File: src/rtl/fcip_pkg.sv
`timescale 1ns / 1ps
// Package for the framed CSV integer parser: byte classes, queue word and
// parser phase types, character codes. No dependencies.
package fcip_pkg;

  // Character codes
  localparam logic [7:0] CH_LT    = 8'h3C;  // '<'
  localparam logic [7:0] CH_GT    = 8'h3E;  // '>'
  localparam logic [7:0] CH_COMMA = 8'h2C;  // ','
  localparam logic [7:0] CH_MINUS = 8'h2D;  // '-'
  localparam logic [7:0] CH_PLUS  = 8'h2B;  // '+'
  localparam logic [7:0] CH_SPACE = 8'h20;  // ' '
  localparam logic [7:0] CH_TAB   = 8'h09;  // first of TAB, LF, VT, FF, CR
  localparam logic [7:0] CH_CR    = 8'h0D;
  localparam logic [7:0] CH_ZERO  = 8'h30;
  localparam logic [7:0] CH_NINE  = 8'h39;

  // Frame shape
  localparam int FIELD_COUNT = 5;
  localparam int FNUM_W      = 3;

  // Queue between front and back; depth is a power of two
  localparam int QUEUE_DEPTH = 2;
  localparam int QPTR_W      = $clog2(QUEUE_DEPTH);
  localparam int QCNT_W      = $clog2(QUEUE_DEPTH + 1);

  typedef enum logic [2:0] {
    K_START,
    K_END,
    K_COMMA,
    K_BLANK,
    K_MINUS,
    K_PLUS,
    K_DIGIT,
    K_OTHER
  } kind_t;

  typedef struct packed {
    kind_t      kind;
    logic [3:0] digit;
  } item_t;

  typedef struct packed {
    logic  valid;
    item_t item;
  } link_t;

  typedef enum logic [1:0] {
    PH_BLANK,
    PH_DIGITS,
    PH_DONE
  } phase_t;

endpackage

File: src/rtl/fcip_front.sv
`timescale 1ns / 1ps
// Front end: accepts received bytes and classifies them into queue words.
// Depends on fcip_pkg.
module fcip_front (
  input  logic          clk,
  input  logic          rst_n,
  input  logic          in_tvalid,
  output logic          in_tready,
  input  logic [7:0]    in_tdata,   // [7:0] rx_byte
  output fcip_pkg::link_t front_out,
  input  logic          front_ready
);
  import fcip_pkg::*;

  logic  vld_r, vld_nxt;
  item_t item_r, item_nxt;
  item_t cls;

  // Classify one byte
  always_comb begin
    cls.digit = in_tdata[3:0];
    if (in_tdata == CH_LT) begin
      cls.kind = K_START;
    end else if (in_tdata == CH_GT) begin
      cls.kind = K_END;
    end else if (in_tdata == CH_COMMA) begin
      cls.kind = K_COMMA;
    end else if (in_tdata == CH_SPACE || (in_tdata >= CH_TAB && in_tdata <= CH_CR)) begin
      cls.kind = K_BLANK;
    end else if (in_tdata == CH_MINUS) begin
      cls.kind = K_MINUS;
    end else if (in_tdata == CH_PLUS) begin
      cls.kind = K_PLUS;
    end else if (in_tdata >= CH_ZERO && in_tdata <= CH_NINE) begin
      cls.kind = K_DIGIT;
    end else begin
      cls.kind = K_OTHER;
    end
  end

  assign in_tready = !vld_r || front_ready;

  always_comb begin
    vld_nxt  = vld_r;
    item_nxt = item_r;
    if (in_tready) begin
      vld_nxt  = in_tvalid;
      item_nxt = cls;
    end
  end

  always_ff @(posedge clk) begin
    if (!rst_n) begin
      vld_r <= 1'b0;
    end else begin
      vld_r <= vld_nxt;
    end
    item_r <= item_nxt;
  end

  assign front_out.valid = vld_r;
  assign front_out.item  = item_r;

endmodule

File: src/rtl/fcip_queue.sv
`timescale 1ns / 1ps
// Short word queue between the front end and the parser back end.
// Depends on fcip_pkg.
module fcip_queue (
  input  logic            clk,
  input  logic            rst_n,
  input  fcip_pkg::link_t wr_link,
  output logic            wr_ready,
  output fcip_pkg::link_t rd_link,
  input  logic            rd_ready
);
  import fcip_pkg::*;

  item_t             mem_r [QUEUE_DEPTH];
  logic [QPTR_W-1:0] wr_ptr_r, wr_ptr_nxt;
  logic [QPTR_W-1:0] rd_ptr_r, rd_ptr_nxt;
  logic [QCNT_W-1:0] count_r, count_nxt;
  logic              push, pop;

  assign wr_ready = count_r != QCNT_W'(QUEUE_DEPTH);
  assign push     = wr_link.valid && wr_ready;
  assign pop      = rd_link.valid && rd_ready;

  assign rd_link.valid = count_r != '0;
  assign rd_link.item  = mem_r[rd_ptr_r];

  always_comb begin
    wr_ptr_nxt = push ? wr_ptr_r + 1'b1 : wr_ptr_r;
    rd_ptr_nxt = pop ? rd_ptr_r + 1'b1 : rd_ptr_r;
    count_nxt  = count_r;
    if (push && !pop) begin
      count_nxt = count_r + 1'b1;
    end else if (pop && !push) begin
      count_nxt = count_r - 1'b1;
    end
  end

  always_ff @(posedge clk) begin
    if (!rst_n) begin
      wr_ptr_r <= '0;
      rd_ptr_r <= '0;
      count_r  <= '0;
    end else begin
      wr_ptr_r <= wr_ptr_nxt;
      rd_ptr_r <= rd_ptr_nxt;
      count_r  <= count_nxt;
    end
    if (push) begin
      mem_r[wr_ptr_r] <= wr_link.item;
    end
  end

endmodule

File: src/rtl/fcip_back.sv
`timescale 1ns / 1ps
// Back end: frame and field parser with the result output register.
// Depends on fcip_pkg.
module fcip_back #(
  parameter int VALUE_BITS = 16,
  parameter int TDATA_W    = 80
) (
  input  logic               clk,
  input  logic               rst_n,
  input  fcip_pkg::link_t    q_link,
  output logic               q_ready,
  output logic               out_tvalid,
  input  logic               out_tready,
  output logic [TDATA_W-1:0] out_tdata
);
  import fcip_pkg::*;

  localparam int ACC_W = VALUE_BITS + 4;
  localparam int PACK_W = FIELD_COUNT * VALUE_BITS;
  localparam logic [VALUE_BITS-1:0] LIM = VALUE_BITS'(1) << (VALUE_BITS - 1);
  localparam logic [VALUE_BITS-1:0] MAX_POS = LIM - 1'b1;

  logic                  in_frame_r, in_frame_nxt;
  logic [FNUM_W-1:0]     field_num_r, field_num_nxt;
  logic [VALUE_BITS-1:0] acc_r, acc_nxt;
  logic                  neg_r, neg_nxt;
  phase_t                phase_r, phase_nxt;
  logic                  last_comma_r, last_comma_nxt;
  logic                  nonempty_r, nonempty_nxt;
  logic [VALUE_BITS-1:0] fields_r [FIELD_COUNT];
  logic [VALUE_BITS-1:0] fields_nxt [FIELD_COUNT];
  logic                  out_valid_r, out_valid_nxt;
  logic [PACK_W-1:0]     out_data_r, out_data_nxt;

  logic                  fire, do_close, result;
  item_t                 it;
  logic [ACC_W-1:0]      acc_ext, acc_sum;
  logic [VALUE_BITS-1:0] acc_sat, close_val;

  assign it      = q_link.item;
  // Only a frame end can make a result, so only it waits on the output slot
  assign q_ready = (it.kind != K_END) || !out_valid_r || out_tready;
  assign fire    = q_link.valid && q_ready;

  // Multiply by ten and add the digit, then clip at the limit
  assign acc_ext = ACC_W'(acc_r);
  assign acc_sum = (acc_ext << 3) + (acc_ext << 1) + ACC_W'(it.digit);
  assign acc_sat = (acc_sum > ACC_W'(LIM)) ? LIM : acc_sum[VALUE_BITS-1:0];

  assign close_val = neg_r ? (~acc_r + 1'b1) : ((acc_r == LIM) ? MAX_POS : acc_r);

  // Parser next state
  always_comb begin
    in_frame_nxt   = in_frame_r;
    field_num_nxt  = field_num_r;
    acc_nxt        = acc_r;
    neg_nxt        = neg_r;
    phase_nxt      = phase_r;
    last_comma_nxt = last_comma_r;
    nonempty_nxt   = nonempty_r;
    fields_nxt     = fields_r;
    do_close       = 1'b0;
    if (fire) begin
      if (it.kind == K_START) begin
        in_frame_nxt   = 1'b1;
        field_num_nxt  = '0;
        last_comma_nxt = 1'b0;
        nonempty_nxt   = 1'b0;
        acc_nxt        = '0;
        neg_nxt        = 1'b0;
        phase_nxt      = PH_BLANK;
      end else if (in_frame_r) begin
        if (it.kind == K_END) begin
          in_frame_nxt = 1'b0;
          do_close     = nonempty_r && !last_comma_r;
        end else begin
          nonempty_nxt = 1'b1;
          if (it.kind == K_COMMA) begin
            last_comma_nxt = 1'b1;
            do_close       = 1'b1;
          end else begin
            last_comma_nxt = 1'b0;
            if (field_num_r < FNUM_W'(FIELD_COUNT)) begin
              case (phase_r)
                PH_BLANK: begin
                  case (it.kind)
                    K_BLANK: begin
                    end
                    K_MINUS: begin
                      phase_nxt = PH_DIGITS;
                      neg_nxt   = 1'b1;
                    end
                    K_PLUS: begin
                      phase_nxt = PH_DIGITS;
                    end
                    K_DIGIT: begin
                      phase_nxt = PH_DIGITS;
                      acc_nxt   = acc_sat;
                    end
                    default: begin
                      phase_nxt = PH_DONE;
                    end
                  endcase
                end
                PH_DIGITS: begin
                  if (it.kind == K_DIGIT) begin
                    acc_nxt = acc_sat;
                  end else begin
                    phase_nxt = PH_DONE;
                  end
                end
                default: begin
                end
              endcase
            end
          end
        end
      end
    end
    // Close the open field: store it if there is room, then clear the number
    if (do_close) begin
      if (field_num_r < FNUM_W'(FIELD_COUNT)) begin
        fields_nxt[field_num_r] = close_val;
        field_num_nxt           = field_num_r + 1'b1;
      end
      acc_nxt   = '0;
      neg_nxt   = 1'b0;
      phase_nxt = PH_BLANK;
    end
  end

  assign result = fire && in_frame_r && (it.kind == K_END) &&
                  (field_num_nxt >= FNUM_W'(FIELD_COUNT));

  // Output register
  always_comb begin
    out_valid_nxt = out_valid_r;
    out_data_nxt  = out_data_r;
    if (out_valid_r && out_tready) begin
      out_valid_nxt = 1'b0;
    end
    if (result) begin
      out_valid_nxt = 1'b1;
      for (int i = 0; i < FIELD_COUNT; i++) begin
        out_data_nxt[i*VALUE_BITS +: VALUE_BITS] = fields_nxt[i];
      end
    end
  end

  always_ff @(posedge clk) begin
    if (!rst_n) begin
      in_frame_r   <= 1'b0;
      field_num_r  <= '0;
      acc_r        <= '0;
      neg_r        <= 1'b0;
      phase_r      <= PH_BLANK;
      last_comma_r <= 1'b0;
      nonempty_r   <= 1'b0;
      out_valid_r  <= 1'b0;
    end else begin
      in_frame_r   <= in_frame_nxt;
      field_num_r  <= field_num_nxt;
      acc_r        <= acc_nxt;
      neg_r        <= neg_nxt;
      phase_r      <= phase_nxt;
      last_comma_r <= last_comma_nxt;
      nonempty_r   <= nonempty_nxt;
      out_valid_r  <= out_valid_nxt;
    end
    fields_r   <= fields_nxt;
    out_data_r <= out_data_nxt;
  end

  assign out_tvalid = out_valid_r;
  assign out_tdata  = TDATA_W'(out_data_r);

  a_fnum_range: assert property (@(posedge clk) disable iff (!rst_n)
    field_num_r <= FNUM_W'(FIELD_COUNT))
    else $error("field count past five");

  a_acc_limit: assert property (@(posedge clk) disable iff (!rst_n)
    acc_r <= LIM)
    else $error("magnitude above saturation limit");

  a_blank_clear: assert property (@(posedge clk) disable iff (!rst_n)
    (phase_r == PH_BLANK) |-> (acc_r == '0 && !neg_r))
    else $error("number not cleared while skipping blanks");

  a_end_closes: assert property (@(posedge clk) disable iff (!rst_n)
    (fire && it.kind == K_END) |=> !in_frame_r)
    else $error("frame still open after frame end");

  a_result_end: assert property (@(posedge clk) disable iff (!rst_n)
    result |-> (it.kind == K_END && in_frame_r))
    else $error("result without frame end");

endmodule

File: src/rtl/framed_csv_integer_parser.sv
`timescale 1ns / 1ps
// Framed CSV integer parser: one received byte per word in, one word of five
// saturated signed values out for each complete frame <v1,v2,v3,v4,v5>.
// Throughput: one byte per cycle; only a '>' byte waits, while the last word is unread.
// A '>' byte passes the front register and the queue; its result is held in the back end's output register.
// Reset (rst_n low, synchronous): no frame open, queue empty, no result pending.
// Depends on fcip_pkg, fcip_front, fcip_queue, fcip_back.
module framed_csv_integer_parser #(
  parameter int VALUE_BITS = 16
) (
  input  logic       clk,
  input  logic       rst_n,
  // Received byte stream
  input  logic       in_tvalid,
  output logic       in_tready,
  input  logic [7:0] in_tdata,   // [7:0] rx_byte
  // Parsed frames
  output logic       out_tvalid,
  input  logic       out_tready,
  // from bit 0: value_one, value_two, value_three, value_four, mode_value,
  // each VALUE_BITS wide, then zero fill to a whole byte
  output logic [((fcip_pkg::FIELD_COUNT * VALUE_BITS + 7) / 8) * 8 - 1:0] out_tdata
);
  import fcip_pkg::*;

  localparam int TDATA_W = ((FIELD_COUNT * VALUE_BITS + 7) / 8) * 8;

  // Front end: register and classify each byte
  link_t front_link;
  logic  front_ready;
  // Back end side of the queue
  link_t back_link;
  logic  back_ready;

  fcip_front u_front (
    .clk         (clk),
    .rst_n       (rst_n),
    .in_tvalid   (in_tvalid),
    .in_tready   (in_tready),
    .in_tdata    (in_tdata),
    .front_out   (front_link),
    .front_ready (front_ready)
  );

  // Decouple the two halves so a stalled output never stalls byte intake at once
  fcip_queue u_queue (
    .clk      (clk),
    .rst_n    (rst_n),
    .wr_link  (front_link),
    .wr_ready (front_ready),
    .rd_link  (back_link),
    .rd_ready (back_ready)
  );

  // Back end: frame tracking, field parsing, result register
  fcip_back #(
    .VALUE_BITS (VALUE_BITS),
    .TDATA_W    (TDATA_W)
  ) u_back (
    .clk        (clk),
    .rst_n      (rst_n),
    .q_link     (back_link),
    .q_ready    (back_ready),
    .out_tvalid (out_tvalid),
    .out_tready (out_tready),
    .out_tdata  (out_tdata)
  );

endmodule
File: config.mk
export PLATFORM = sky130hd
export DESIGN_NAME = framed_csv_integer_parser
export DESIGN_NICKNAME = d
export VERILOG_FILES = /design/src/rtl/fcip_pkg.sv /design/src/rtl/fcip_front.sv /design/src/rtl/fcip_queue.sv /design/src/rtl/fcip_back.sv /design/src/rtl/framed_csv_integer_parser.sv
export SDC_FILE = /design/constraint.sdc
export NUM_CORES = 1
export LEC_CHECK = 0
export ABC_AREA = 1
export BUFFER_PORTS_ARGS = -buffer_cell sky130_fd_sc_hd__buf_4
export CAP_MARGIN = 30
export CORE_MARGIN = 5
export CORE_UTILIZATION = 36
export DETAILED_ROUTE_END_ITERATION = 10
export SLEW_MARGIN = 20
export SYNTH_ARGS = -nofsm -noshare
export SYNTH_HDL_FRONTEND = slang
export SYNTH_SLANG_ARGS = --single-unit
File: constraint.sdc
create_clock -name clk -period 5.02 [get_ports clk]
set_clock_uncertainty 0.2 [all_clocks]
set_input_delay 1.506 -clock clk [delete_from_list [all_inputs] [get_ports clk]]
set_output_delay 1.506 -clock clk [all_outputs]
set_load 0.005 [all_outputs]
# After elaboration in Yosys (flattened, before gate mapping)
# Memory sizes are Yosys's and may differ from the RTL's. A register that Yosys moved wholly into a read port is not among the register bits.
# Index checks and enable logic that the tools add are counted.
dict set report totals {
  reg_bits 198
  mem_bits_rw 14
  in_bits 12
  output_inout_bits 82
  wordCells 167
  memories 1
}
# name depth word_bits rd rd_clocked_by_memory_dff write_ports line_no
set mem_list {}
lappend mem_list {u_queue.mem_r 2 7 1 1 1 fcip_queue.sv:14} ;# item_t mem_r [QUEUE_DEPTH];
dict set report classes {
  add_sub_neg 8
  order_cmp 9
  eq_ne 20
  muxes 62
  bitwise_logic 3
  n_reduce_logical 42
}
# op n
set op_table {}
lappend op_table {{16-bit two-way mux} 11}
lappend op_table {{80-bit two-way mux} 2}
lappend op_table {{80-bit bitwise mux} 1}
lappend op_table {{16-bit demux with 3-bit select} 1}
lappend op_table {{8-bit by 6-bit equality test with 1-bit output, second input constant} 6}
lappend op_table {{1-bit two-way mux} 29}
lappend op_table {{19-bit by 17-bit adder with 20-bit output} 1}
lappend op_table {{20-bit by 4-bit adder with 20-bit output} 1}
lappend op_table {{20-bit by 16-bit greater-than comparator with 1-bit output, second input constant} 1}
lappend op_table {{2-bit two-way mux} 10}
lappend op_table {{3-bit two-way mux} 6}
lappend op_table {{2-bit nonzero test} 9}
lappend op_table {{16-bit by 1-bit adder with 16-bit output, second input constant} 1}
lappend op_table {{16-bit equality test, second input constant} 1}
lappend op_table {{16-bit inverter} 1}
lappend op_table {{7-bit AND reduction} 2}
lappend op_table {{1-bit logical AND} 12}
lappend op_table {{3-bit equality test, second input constant} 3}
lappend op_table {{8-bit by 4-bit >= comparator with 1-bit output, second input constant} 1}
lappend op_table {{8-bit by 6-bit >= comparator with 1-bit output, second input constant} 1}
lappend op_table {{8-bit by 4-bit less-or-equal comparator with 1-bit output, second input constant} 1}
lappend op_table {{8-bit by 6-bit less-or-equal comparator with 1-bit output, second input constant} 1}
lappend op_table {{2-bit one-hot mux with 2 select lines} 2}
lappend op_table {{8-bit AND reduction} 1}
lappend op_table {{26 further kinds} 39}

# Depth between registers and ports, before layout
# Gate-level depths: netlist (run 1).
dict set report depth {
  ltp_word 11
  mapped_depth 20
  mapped_depth_nobuf 18
}

# Modules after synthesis
# Synthesis (run 1) repeated with hierarchy kept, for this count alone.
dict set report unflattened {
  hier_cells 1070
  hier_area_um2 9504.1
}
# mod instances cells_per_inst area_each_um2 seq_area_each_um2
set modules_own_cells {}
lappend modules_own_cells {fcip_back 1 957 8313.0 4524.3}
lappend modules_own_cells {fcip_queue 1 59 755.7 520.5}
lappend modules_own_cells {fcip_front 1 54 435.4 230.2}

# Worst setup path after synthesis (run 1)
# OpenSTA, ideal clock, no wires.
dict set report synth_timing {
  kind {input-to-reg}
  start {input out_tready}
  end {register u_back.out_data_r[0], in the netlist u_back.out_tdata[0], enable pin}
  setup_ns 0.434
  arrival_time_ns 3.903
  path_slack_ns 0.483
  path_stages 10
  path_buffers 1
  path_cell_list {nor2_1 -> nand3_2 -> nand3_1 -> nor2_1 -> buf_2 -> nand2_1 -> o21ai_0 -> nor2_1 -> o21ai_1 -> inv_1}
}
dict set report synth_via {
  elab_chain_len 7
}
# item line_no
set synth_rtl {}
lappend synth_rtl {{start: declaration} framed_csv_integer_parser.sv:19} ;# input logic out_tready,
lappend synth_rtl {{1-bit logical OR (*)} fcip_back.sv:42} ;# assign q_ready = (it.kind != K_END) || !out_valid_r || out_tready;
lappend synth_rtl {{1-bit logical AND (*)} fcip_back.sv:43} ;# assign fire = q_link.valid && q_ready;
lappend synth_rtl {{3-bit two-way mux} fcip_back.sv:63} ;# if (fire) begin
lappend synth_rtl {{3-bit two-way mux} fcip_back.sv:122} ;# if (field_num_r < FNUM_W'(FIELD_COUNT)) begin
lappend synth_rtl {{3-bit two-way mux} fcip_back.sv:121} ;# if (do_close) begin
lappend synth_rtl {{3-bit >= comparator} fcip_back.sv:133} ;# (field_num_nxt >= FNUM_W'(FIELD_COUNT));
lappend synth_rtl {{1-bit logical AND (*)} fcip_back.sv:132} ;# assign result = fire && in_frame_r && (it.kind == K_END) &&
lappend synth_rtl {{end signal: assignment} fcip_back.sv:171} ;# out_data_r <= out_data_nxt;
lappend synth_rtl {{end: declaration} fcip_back.sv:33} ;# logic [PACK_W-1:0] out_data_r, out_data_nxt;
# Every way passes the cells marked *; elsewhere a longest branch is shown, timed or not.
# A chain may end at the register's enable or synchronous reset.

==> results of run 1 <==
[power by group through the flow]
stage	combinational [uW]	clock (uW)	sequential [uW]
4_1_cts	242	1520	1850
3_3_place_gp	238	0	1890
2_1_floorplan	191	0	1890
3_5_place_dp	240	0	1890
5_1_grt	278	1590	1850
6_report	239	1480	1850
[layout make-up]
cell class | count | area, um^2
Tap cell | 330 | 413
Multi-Input combinational cell | 704 | 3440
Inverter | 101 | 379
Clock buffer | 32 | 587
Fill cell | 2479 | 14200
Timing Repair Buffer | 102 | 778
Clock inverter | 6 | 56.3
Sequential cell | 213 | 5280
[per-stage QoR]
stage	setup WS [ns]	total power [uW]	instance area (um^2)	utilization (%)	cells
3_3_place_gp	1.03	2130	10300	40.9	1450
4_1_cts	1.19	3610	10900	43.4	1488
3_5_place_dp	1.02	2130	10300	40.9	1450
5_1_grt	0.743	3720	10900	43.4	1488
6_report	1.16	3570	10900	43.4	1488
2_1_floorplan	0.483	2080	9230	-	1044
[per-layer routing]
layer	up-vias	routed length, um	global-route usage [%]
met2	178	9720	24.2
met5	-	0	0
met3	32	1020	1.93
met1	3207	9860	19.9
li1	3619	-	-
met4	0	465	3.40
[synth_stat cells (9+ instances only)]
master / number / area share, %
nor2_1: 102 / 4.1
nand4_1: 9 / 0.61
dfxtp_1: 112 / 24
o21ai_0: 46 / 2.5
ha_1: 34 / 4.6
inv_1: 94 / 3.8
a21oi_1: 44 / 2.4
clkbuf_1: 14 / 0.57
nand2_1: 337 / 14
edfxtp_1: 101 / 33
nand3_1: 66 / 3.6
nor3_1: 11 / 0.60
[how the worst max path moves through the flow]
| stage | start | endpoint | slack [ns] | cells past startpoint |
|---|---|---|---|---|
| final | flop | u_back.acc_r[11] | 1.16 | 19 |
| after global placement | out_tready | u_back.out_tdata[3] | 1.03 | 10 |
| after global routing | flop | u_back.acc_r[14] | 0.74 | 19 |
| after detailed placement | out_tready | u_back.out_tdata[3] | 1.02 | 10 |
| after floorplan | out_tready | u_back.out_tdata[0] | 0.48 | 10 |
| after CTS | flop | u_back.acc_r[11] | 1.19 | 19 |
[worst reg2reg max path, stage by stage (launching register included)]
cell	delay, ns
dfxtp_1	0.30
buf_4	0.19
mux2_2	0.36
ha_1	0.28
ha_1	0.26
inv_1	0.08
fa_1	0.40
inv_1	0.10
nand3_1	0.09
nand2_1	0.16
nand2_1	0.09
nand2_1	0.09
nand3_1	0.09
nand2_1	0.07
nand2_1	0.06
nand2_1	0.07
nand2_1	0.06
nor2_2	0.52
nand3_1	0.18
a21oi_1	0.15
[logic make-up (layout without fill, tap and decap cells)]
| family | count (synthesis) | in the layout |
|---|---|---|
| fa+ha+maj | 36 | 36 |
| flops | 213 | 213 |
| buf+inv | 127 | 241 |
| simple gates | 546 | 546 |
| mux | 4 | 4 |
| xor+xnor | 9 | 9 |
| compound gates | 109 | 109 |
[registers in the layout, summed over array words and instances (netlist names), 2 cells and up, named ones only]
signal / cells
u_back.out_tdata: 80
u_queue.mem_r: 14
u_back.field_num_r: 3
u_front.front_out: 7
u_queue.count_r: 2
u_back.fields_r: 80
u_back.phase_r: 2
u_back.acc_r: 16
==> metrics.cfg, run 1 <==
[clocking]
cts_num_sinks=213
insertion_delay_ns=0.49
cts_setup_buffers=0
cts_max_level=1
cts_hold_buf=0
numCtsBuffers=21
cts_tree=done
cts_root_buffer=clkbuf_16
cts_resized=0
cts.clk_slew.worst_paths_ns=0.06
cts.path.max_buffers=3

[setup_path]
required_ns=5.23
worstSetupStartpointType=flop
r2r-end=u_back.acc_r[11]
path_max_fanout=15
max_stage_delay_ns=0.52
worst_path_max_delay_cell=nor2_2
path_cells=buf_4 > mux2_2 > ha_1 > ha_1 > inv_1 > fa_1 > inv_1 > nand3_1 > nand2_1 > nand2_1 > nand2_1 > nand3_1 > nand2_1 > nand2_1 > nand2_1 > nand2_1 > nor2_2 > nand3_1 > a21oi_1
crit_top_cell=nand2_1
arrival_ns=4.07
worstRegToRegCells=19
path_delay_family=simple AND/OR/NAND/NOR gates
crit_path_end_kind=flop
criticalPathCategory=flop to flop
cp_num_buf_inv=3
ff2ff_setup_slack_ns=1.16

[synthesis]
postSynthAreaPerCell_um2=8.84
synth_top_family_by_area=simple AND/OR/NAND/NOR gates
syn_inst=1044
synthAdderAreaFrac_pct=5.04
yosysWarningCount=0
synth-compound-area-share_pct=6.52
synthDistinctLibCells=42
synthSimpleGateAreaFrac_pct=24.4
netlist_area_um2=9230
async_flop_share_pct=0
seq_area_frac_synth_pct=57.2
synth_xor_area_share_pct=0.854
ys_seq_elements=213
synth_ff_type=dfxtp_1
syn_nets=1092
muxShareOfSynthArea_pct=0.461
synth-edff-count=101

[cells_and_area]
area_growth_pct=18.5
drive_above_1_share_pct=13.6
final_cell_mix=337 x nand2_1, 112 x dfxtp_1, 102 x nor2_1
num_antenna_cells=0
layout.cells.most_common=nand2_1
nNetsFinal=1191

[global_route]
grt_max_degree=42
grt_pass1_vias=6578
grt_pass1_wl_um=34200
overflow=0
grtUsageTotal_pct=14.4
antenna_found_initial=0

[sta]
hold_violations=0
holdWs_ns=0.243
max_freq_ghz=0.259
final_max_slew_viol_count=0
setup_tns_ns=0
worstMarginPinSlew_ns=0.965
finalCritPeriodShare_pct=76.9
fin_crit_ns=3.86
slew_headroom_pct=35.0
rsz0062_at_grt=no
finalSetupViolations=0

[worst_hold_path]
hold_path.class=flop to flop
min_to=u_queue.mem_r[0][5]
hold_start=u_front.front_out[5]
worstHoldPathCells=0

[routing]
vias_per_cell=4.73
num_vias=7036
wire_per_inst_um=14.2
drt_first_iter_violations=564
ant_nets=0
drt_pass1_iterations=5
finalWirelength_um=21100
drc_errors=0

[floorplanning]
dieHeight_um=170
num_rows=58
fp.coreArea_um2=25200
fp.dieArea_um2=28900
start_util_pct=36.6
die_w_um=170
io_pins=94

[run_status]
status=finished, final reports clean

[power]
p_sw_uw=787
power_leakage_uw=0.00456
powerDensity_nw_per_um2=326
combPwrFrac_pct=6.7
p_clk_share_pct=41.4
power_frac_seq_pct=51.9
internal_power_uw=2780
ir_worst_vdd_mv=0.186
switching_share_pct=22.0

[flow_run]
maxCapViolations=0

[placed_design]
portBuffers=93
hpwl_um=15400
gp_congestion=0.862

Power figures use the tool's default switching activity.
==> inputs of run 2 (changes only) <==
--- a/config.mk
+++ b/config.mk
@@ -5,7 +5,7 @@
 export SDC_FILE = /design/constraint.sdc
 export NUM_CORES = 1
 export LEC_CHECK = 0
-export ABC_AREA = 1
+export ABC_AREA = 0
 export BUFFER_PORTS_ARGS = -buffer_cell sky130_fd_sc_hd__buf_4
 export CAP_MARGIN = 30
 export CORE_MARGIN = 5
==> constraint.sdc (replaced) <==
create_clock -name clk -period 3.3 [get_ports clk]
set_clock_uncertainty 0.2 [all_clocks]
set_input_delay 0.99 -clock clk [delete_from_list [all_inputs] [get_ports clk]]
set_output_delay 0.99 -clock clk [all_outputs]
set_load 0.005 [all_outputs]
==> run 2 against run 1 <==
The run now ends with negative setup slack left. Die area fell by 5.2%. Global-route usage fell by 0.52 points. Flip-flop and latch count did not move. Highest routed layer unchanged.
==> metrics.cfg, run 2 <==
[synthesis]
yosys.area.top_type=edfxtp_1
syn_nets=792  ; -27%
synthDistinctLibCells=66  ; +57%
synth_common_cells=112 x dfxtp_1, 101 x edfxtp_1, 85 x nor2_1, 80 x a21oi_1, 45 x nand2_1
synth-edff-count=101  ; unchanged
synth_ff_type=dfxtp_1
async_flop_share_pct=0  ; unchanged
syn_inst=744  ; -29%
postSynthAreaPerCell_um2=11.7  ; +33%
synthTopCellsByArea=edfxtp_1 35%, dfxtp_1 26%, ha_1 4.9%
synth_top_area_share_pct=34.8  ; +1.9 points
ys_seq_elements=213  ; unchanged
seq_area_frac_synth_pct=60.5  ; +3.4 points
synth.most_common_cell=dfxtp_1
netlist_area_um2=8710  ; -5.6%
yosysWarningCount=0  ; unchanged

[cells_and_area]
drive_above_1_share_pct=29.3  ; +16 points
fin_util_pct=46.8  ; +3.3 points
area_growth_pct=29.4
num_antenna_cells=0  ; unchanged
fin_area_um2=11300  ; +3.1%
nNetsFinal=961  ; -19%
final_cell_mix=165 x buf_4, 111 x dfxtp_1, 101 x edfxtp_1
layout.cells.most_common=buf_4

[sta]
setup_ws_ns=-0.168  ; -1.33 ns
rsz0062_at_grt=yes
setup_tns_ns=-1.79  ; -1.79 ns
slew_headroom_pct=56.2  ; +21 points
final_max_slew_viol_count=0  ; unchanged
fin_crit_ns=3.47  ; -0.392 ns
max_freq_ghz=0.288  ; +11%
finalCritPeriodShare_pct=105  ; +28 points
hold_violations=0  ; unchanged
finalSetupViolations=15  ; +15
worstMarginPinSlew_ns=0.654  ; -0.311 ns

[setup_path]
criticalPathCategory=flop to flop
max_stage_delay_ns=0.56  ; +0.04 ns
arrival_ns=3.71  ; -0.36 ns
cp_num_buf_inv=2  ; -1
path_delay_family=simple AND/OR/NAND/NOR gates
path_depth=12  ; -7
path_max_fanout=5  ; -10
worst_path_max_delay_cell=fa_2
path_cells=mux2_4 > ha_4 > ha_4 > inv_2 > fa_2 > inv_2 > or3_1 > or4_4 > nor4_2 > and4b_2 > a31o_4 > a32o_1
worstRegToRegCells=12  ; -7
crit_path_end_kind=flop
required_ns=3.54  ; -1.69 ns
worstSetupStartpointType=flop

[global_route]
grt_max_degree=40  ; -4.8%
grt_pass1_vias=6094  ; -7.4%
antenna_found_initial=0  ; unchanged
grt_use_met3_pct=2.16  ; +0.23 points
overflow=0  ; unchanged
grt_util_met1_pct=18.7  ; -1.2 points
use_met2_pct=22.5  ; -1.7 points
grt_pass1_wl_um=30800  ; -10%
grt-busiest-layer=met2
grtUsageTotal_pct=13.9  ; -0.52 points

[placed_design]
gp_congestion=0.888  ; +3.0%
placed_area_um2=10300  ; +0.22%
place_ws_ns=-0.298  ; -1.32 ns
hpwl_um=13700  ; -11%
portBuffers=93  ; unchanged

[power]
ir_worst_vdd_mv=0.392  ; +110%
power_frac_seq_pct=49.9  ; -2.0 points
p_clk_share_pct=44.1  ; +2.7 points
p_sw_uw=1220  ; +55%
internal_power_uw=4460  ; +60%
p_total_uw=5680  ; +59%
power_leakage_uw=0.00470  ; +3.1%
powerDensity_nw_per_um2=504  ; +54%
combPwrFrac_pct=5.9  ; -0.8 points
switching_share_pct=21.5  ; -0.57 points

[routing]
drt_pass1_iterations=8  ; +3
vias_per_cell=4.87  ; +2.9%
finalWirelength_um=19100  ; -9.5%
drc_errors=0  ; unchanged
wire_per_inst_um=15.2  ; +7.5%
ant_nets=0  ; unchanged
num_vias=6096  ; -13%
drt_first_iter_violations=371  ; -34%

[run_status]
violations=negative setup slack
status=complete, but fails checks

[worst_hold_path]
worstHoldPathCells=0  ; unchanged
hold_path.class=flop to flop

[floorplanning]
die_w_um=166  ; -2.7%
dieHeight_um=166  ; -2.7%
fp.dieArea_um2=27400  ; -5.2%
io_pins=94  ; unchanged
fp.coreArea_um2=24100  ; -4.3%
start_util_pct=36.1  ; -0.50 points
num_rows=57  ; -1.7%

[clocking]
cts.path.max_buffers=3  ; unchanged
cts_tree=done
numCtsBuffers=22  ; +4.8%
insertion_delay_ns=0.50  ; about the same
cts_num_sinks=213  ; unchanged
cts_max_level=1  ; unchanged
cts_hold_buf=0  ; unchanged
cts.clk_slew.worst_paths_ns=0.06  ; about the same
cts_root_buffer=clkbuf_16

[flow_run]
maxCapViolations=0  ; unchanged

[run 2: cell types whose count changed after synthesis, sizes merged, moves of 8 or more]
cell   previous run  this run
a21oi            45        80
nand2           341        46
nor2            105        86
a32o              0        10
mux2              2        25
o21a              0         8
o21ai            53        43
inv             100        16
xnor2             3        17
nand3            68         5
[run 2: final timing paths]
path / to / startpoint / slack [ns]
setup / recovery: u_back.acc_r[1] / flop / -0.17
hold reg to reg: u_queue.mem_r[1][0] / u_front.front_out[0] / 0.25
setup reg to reg: u_back.acc_r[1] / flop / -0.17
hold / removal: u_queue.mem_r[1][0] / u_front.front_out[0] / 0.25
[run 2: per-layer routing]
layer	vias to the layer above	share of wire (%)
met5	-	0
met4	0	4.2
met3	47	4.2
met2	143	46
met1	2857	46
li1	3049	-
[run 2: logic make-up after synthesis]
| group | count (synthesis) | synth area share (%) |
|---|---|---|
| flops | 213 | 60.5 |
| simple gates | 211 | 12.3 |
| compound gates | 181 | 12.4 |
| buf+inv | 43 | 2.51 |
| fa+ha+maj | 36 | 5.34 |
| mux | 33 | 4.15 |
| xor+xnor | 27 | 2.71 |
[run 2: what timing repair did]
action	CTS	global route
cloned	1	1
pin swaps	13	5
gates resized for setup	26	10
setup buffers	4	1
setup endpoints to repair	16	127
[run 2: power by group through the flow]
stage	Sequential, uW	Combinational (uW)	Clock, uW
final	2840	336	2510
after global routing	2840	375	2680
after CTS	2840	330	2550
after detailed placement	2890	298	0
after global placement	2890	296	0
after floorplan	2870	237	0
[run 2: cell type report]
class	count	area, um^2
Fill cell	2243	12800
Sequential cell	213	5280
Multi-Input combinational cell	489	3430
Timing Repair Buffer	171	1350
Clock buffer	29	618
Tap cell	324	405
Clock inverter	11	129
Inverter	16	60.1
[run 2: stage by stage]
step / hold slack [ns] / cells
after CTS: 0.257 / 1250
after global routing: 0.272 / 1253
final: 0.253 / 1253
after global placement: 0.227 / 1205
after detailed placement: 0.242 / 1205
after floorplan: 0.221 / 744
